[config.mk]
export PLATFORM = sky130hd
export DESIGN_NAME = llic_fifo
export DESIGN_NICKNAME = d
export VERILOG_FILES = /design/src/hw/rtl/llic_pkg.sv /design/src/hw/rtl/llic_fifo.sv
export SDC_FILE = /design/constraint.sdc
export NUM_CORES = 1
export LEC_CHECK = 0
export BUFFER_PORTS_ARGS = -buffer_cell sky130_fd_sc_hd__buf_4
export CELL_PAD_IN_SITES_DETAIL_PLACEMENT = 1
export CELL_PAD_IN_SITES_GLOBAL_PLACEMENT = 2
export CORE_MARGIN = 10
export CORE_UTILIZATION = 40
export CTS_CLUSTER_SIZE = 16
export DETAILED_ROUTE_END_ITERATION = 10
export GPL_TIMING_DRIVEN = 0
export HOLD_SLACK_MARGIN = 0.02
export PLACE_DENSITY_LB_ADDON = 0.05
export SKIP_CTS_REPAIR_TIMING = 1
export SLEW_MARGIN = 20
export SYNTH_ARGS = -nofsm -noshare
export SYNTH_HDL_FRONTEND = slang
export SYNTH_SLANG_ARGS = --single-unit
[constraint.sdc]
create_clock -name aclk -period 10.3 [get_ports aclk]
set_input_delay 0.515 -clock aclk [delete_from_list [all_inputs] [get_ports aclk]]
set_output_delay 0.515 -clock aclk [all_outputs]
set_load 0.1 [all_outputs]
[src/hw/rtl/llic_pkg.sv]
// ----------------------------------------------------------------------------
// llic_pkg: shared widths and types for the line intersection core
// Coordinate width and the derived widths of the exact intermediate terms.
// ----------------------------------------------------------------------------
package llic_pkg;

    localparam int CW = 32;
    localparam int EW = CW + 1;
    localparam int PW = 2 * CW + 1;
    localparam int HW = PW - CW;
    localparam int MW = HW + EW;
    localparam int DW = 2 * EW + 1;
    localparam int NW = 3 * CW + 3;

    typedef struct packed {
        logic signed [NW-1:0] num_x;
        logic signed [NW-1:0] num_y;
        logic signed [DW-1:0] den;
    } item_t;

    typedef struct packed {
        logic par;
        logic sat_x;
        logic sat_y;
        logic neg_x;
        logic neg_y;
    } flag_t;

endpackage

[src/hw/rtl/llic_fifo.sv]
// ----------------------------------------------------------------------------
// llic_fifo: short queue between front and back
// Four-entry queue of numerator and denominator beats.
// ----------------------------------------------------------------------------
module llic_fifo (
    input  logic            aclk,
    input  logic            aresetn,
    input  logic            in_valid,
    output logic            in_ready,
    input  llic_pkg::item_t in_data,
    output logic            out_valid,
    input  logic            out_ready,
    output llic_pkg::item_t out_data
);

    llic_pkg::item_t mem [4];
    logic [1:0]      wr_reg, rd_reg;
    logic [2:0]      count_reg;
    logic            push, pop;

    assign in_ready  = count_reg != 3'd4;
    assign out_valid = count_reg != 3'd0;
    assign out_data  = mem[rd_reg];
    assign push      = in_valid && in_ready;
    assign pop       = out_valid && out_ready;

    always_ff @(posedge aclk) begin
        if (push) begin
            mem[wr_reg] <= in_data;
        end
    end

    always_ff @(posedge aclk) begin
        if (!aresetn) begin
            wr_reg    <= '0;
            rd_reg    <= '0;
            count_reg <= '0;
        end else begin
            if (push) begin
                wr_reg <= wr_reg + 2'd1;
            end
            if (pop) begin
                rd_reg <= rd_reg + 2'd1;
            end
            count_reg <= count_reg + 3'(push) - 3'(pop);
        end
    end

`ifndef SYNTH
    a_count_range: assert property (@(posedge aclk) disable iff (!aresetn)
        count_reg <= 3'd4) else $error("queue count out of range");
    a_count_push: assert property (@(posedge aclk) disable iff (!aresetn)
        push && !pop |=> count_reg == $past(count_reg) + 3'd1)
        else $error("queue count missed a push");
    a_ptr_gap: assert property (@(posedge aclk) disable iff (!aresetn)
        wr_reg - rd_reg == count_reg[1:0]) else $error("queue pointers disagree");
`endif

endmodule

### Yosys cells after proc, flatten, opt, wreduce, memory -nomap -nowiden

Memories as Yosys holds them, arrays and structs flattened. A register that Yosys moved wholly into a read port is not among the register bits.
Index checks and enable logic that the tools add are counted.

* add/subtract/negate cells: 4
* equal/unequal tests: 1
* muxes and demuxes: 4
* reductions and logical operators: 3

Operator list (number)
* 2-bit by 1-bit adder with 2-bit output (second input constant): 2
* 2-bit 2-to-1 mux: 2
* 3-bit by 1-bit adder with 3-bit output: 1
* 3-bit inequality test (second input constant): 1
* 3-bit nonzero test: 1
* 3-bit by 1-bit subtractor with 3-bit output: 1
* 1-bit logical AND: 2
* 1-bit 2-to-1 mux: 2

* bits in registers: 7
* memory bits (writable): 1060
* output and inout bits: 267
* memories kept: 1

Memories
* mem: words 4, width 265, read ports 1, clocked after Yosys merged registers in 1, write ports 1, line llic_fifo.sv:16 `llic_pkg::item_t mem [4];`

### Depth between registers and ports, before layout

* word-level depth: 4
* gate-level depth with buffers: 11
* depth with buffers taken out: 11

### Worst setup path before layout

Ideal clock, no wire load.

* path type: input to register
* start: input port in_valid
* end: memory mem[0][0] (netlist bit) (enable)
* library setup time: 0.660 ns
* arrival: 6.953 ns
* required time: 9.640 ns
* setup slack: 2.687 ns
* stages: 2
* cells stage by stage: a21boi_1 -> and2_1

* longest elaborated chain between the ends: 3

Ends and longest elaborated chain
* from (decl): line llic_fifo.sv:8 `input logic in_valid,`
* 1-bit logical AND: line llic_fifo.sv:24 `assign push = in_valid && in_ready;`
* 1-bit 2-to-1 mux: line llic_fifo.sv:28 `if (push) begin`
* 1-bit 2-to-1 mux (implied by the code): line llic_fifo.sv:29 `mem[wr_reg] <= in_data;`
* to (decl): line llic_fifo.sv:16

Every way passes these cells.

==> results.txt <==
Outcome: completed
First-pass GRT wire length: 136000 um
Pwr/cell area: 304 nW/um^2
Distinct cells, synth: 22
Net Sw Frac: 40.7%
Clk network pwr share: 25.3%
DR vias/cell: 4.95
Met3 Usage GRT: 7.07%
Syn_nets: 1708
Die H: 332 um
Net Sw Power: 0.00639 W
Sequential power share: 34.1%
CP max FO: 10
Fin. Hold Viols: 0
Initial core utilization: 40.3%
GR Layer Usage met2: 28.8%
Combinational share of power: 40.7%
WHS Path Cells: 1
Worst hold start: in_data[214]
Syn Inst Count: 1432
Placed cells: 3272
Layout area overhead: 32.5%
Capture point of the worst reg-to-reg path: mem[3][218]$_DFFE_PP_
Startpoint type of the worst setup path: flip-flop
CTS tree: yes
Clock tree buffer depth: 3
Clock-pin transition on the worst setup and hold timing paths: 0.06 ns
Antenna-violating nets left: 0
WL/cell: 25.5 um
Slew Limit Fails: 0
Number of remaining DRC errors: 0
R2r setup slk: 7.07 ns
Root Buffer Master: clkbuf_16
Pint: 0.00932 W
Most frequent cells in the layout: 1060 x edfxtp_1, 535 x buf_4, 265 x mux4_2, 264 x dlygate4sd3_1, 119 x clkbuf_16
Register bit count reported by yosys: 1069
Routing usage on met1: 18.9%
Fmax achieved: 0.289 GHz
Cell accounting for the most synthesized area: edfxtp_1
Most Crowded Layer GR: met2
Largest net degree at the start of global routing: 43
Slew @ Worst Pin: 0.940 ns
Worst Reg-to-Reg Cells: 7
Total power: 0.0157 W
Slew HR: 37.4%
Row cnt: 114
Vias: 18593
H-tree depth: 3
Ys Warns: 0
Hold_ws: 0.0677 ns
Period utilization: 33.6%
Total track usage: 16.7%
DP Wirelength: 63400 um
Critical Path Sink Type: primary output
Width of the die: 332 um
Syn Area/Cell: 27.2 sq um
Grt ovf: 0
RSZ-0062 raised after global routing: no
Post-synth top area share: 81.7%
Critical path class: flip-flop to primary output
Clk_lat worst skew: 0.68 ns
Largest register FFs: 1060
DR pass1 iterations: 5
Reg2reg start: count_reg[1]$_SDFF_PN0_
Layout Cells excl Fill: 3754
Fin crit period: 3.46 ns
IO Pins: 536
IR drop worst, VDD: 0.255 mV
CTS Buf Count: 114
End of the worst hold path: mem[2][214]$_DFFE_PP_
Net count, final: 2652
Clock Sinks: 1069
Final Wtd Congestion: 0.710
Critical path arrival: 2.95 ns
Type of the worst min-delay path: input port to flip-flop
Required @ worst endpoint: 9.79 ns
Largest cells by area after synthesis: edfxtp_1 82%, mux4_2 15%, buf_12 1.1%, dfxtp_1 0.46%, buf_2 0.33%
Final setup TNS: 0 ns
Initial antenna violation count: 18
Full die area: 110000 sq um
DRT iter0 DRCs: 1036
Sequential area share after synthesis: 82.2%
Syn Std Cell Area: 39000 sq um
Number of port buffers: 534
Max Cap Viol: 0
Core ar.: 96700 sq um
Most common cell after layout, fill and taps aside: edfxtp_1
Vias in the first global route: 19317
Worst clock skew: 0.0180 ns
Share of layout cells above drive strength 1: 42.3%
Post-Route WL: 95700 um
Leakage Power: 17.5 nW
# setup viols final: 0
[synth_stat cells]
library cell  count
buf_2            26
a21boi_1          1
and2_1            7
mux2i_1           2
buf_8             6
dfxtp_1           9
nor2_1            1
buf_4             1
fa_1              1
o31a_1            1
nor2b_1           3
o311ai_0          1
or3_1             1
clkbuf_1          4
ha_1              6
xnor2_1           4
buf_12           22
buf_6             1
nand2_1           5
edfxtp_1       1060
mux4_2          265
inv_1             5
[final cells by class]
class / instances / area, sq um
antenna: 13 / 32.5
buffer: 60 / 694
clock buffer: 148 / 3090
tap: 1276 / 1600
multi-input combinational: 298 / 6240
timing repair buffer: 828 / 7360
inverter: 5 / 18.8
fill: 8369 / 45100
sequential: 1069 / 32000
clock inverter: 57 / 564
[logic make-up (layout without fill, tap and decap cells)]
logic type / after synthesis / in the layout / synth area share (%)
compound gates: 3 / 3 / 0.0642
xor+xnor: 4 / 4 / 0.0899
fa+ha+maj: 7 / 7 / 0.244
buf+inv: 65 / 1098 / 1.83
flops: 1069 / 1069 / 82.2
mux: 267 / 267 / 15.4
other cells: 0 / 13 / 0
simple gates: 17 / 17 / 0.234
[metal layers]
layer	share of wire [%]	wire length, um
met1	39	37400
met5	0.079	76
met4	2.0	1880
met3	7.0	6660
met2	52	49700
[critical path, cell delays in order, from the launching register on]
cell and delay (ns):
dfxtp_1 0.43, clkbuf_1 0.73, buf_2 0.43, mux4_2 0.41, buf_4 0.26
[power by group through the flow]
stage	clock, W	sequential (W)	combinational (W)
after global placement	0	0.00570	0.00629
after floorplan	0	0.00555	0.00487
after detailed placement	0	0.00544	0.00640
after global routing	0.00426	0.00538	0.00662
after CTS	0.00409	0.00535	0.00641
final	0.00397	0.00535	0.00639
[worst max path at each step]
stage,depth (start not counted),endpoint,start,slack (ns)
after floorplan,2,mem[0][0]$_DFFE_PP_,in_valid,2.69
after global placement,3,mem[0][82]$_DFFE_PP_,in_valid,-3.50
after detailed placement,7,mem[3][228]$_DFFE_PP_,in_valid,6.91
after CTS,4,out_data[188],flip-flop,6.59
after global routing,4,out_data[210],flip-flop,6.55
final,4,out_data[99],flip-flop,6.84
[stage by stage]
stage | setup slack (ns) | instance area, sq um | utilization (%)
floorplan | 2.69 | 39000 | -
global placement | -3.50 | 44600 | 46.1
detailed placement | 6.91 | 45300 | 46.8
CTS | 6.59 | 48900 | 50.6
global route | 6.55 | 51600 | 53.4
finish | 6.84 | 51600 | 53.4
(Power assumes the default switching activity.)
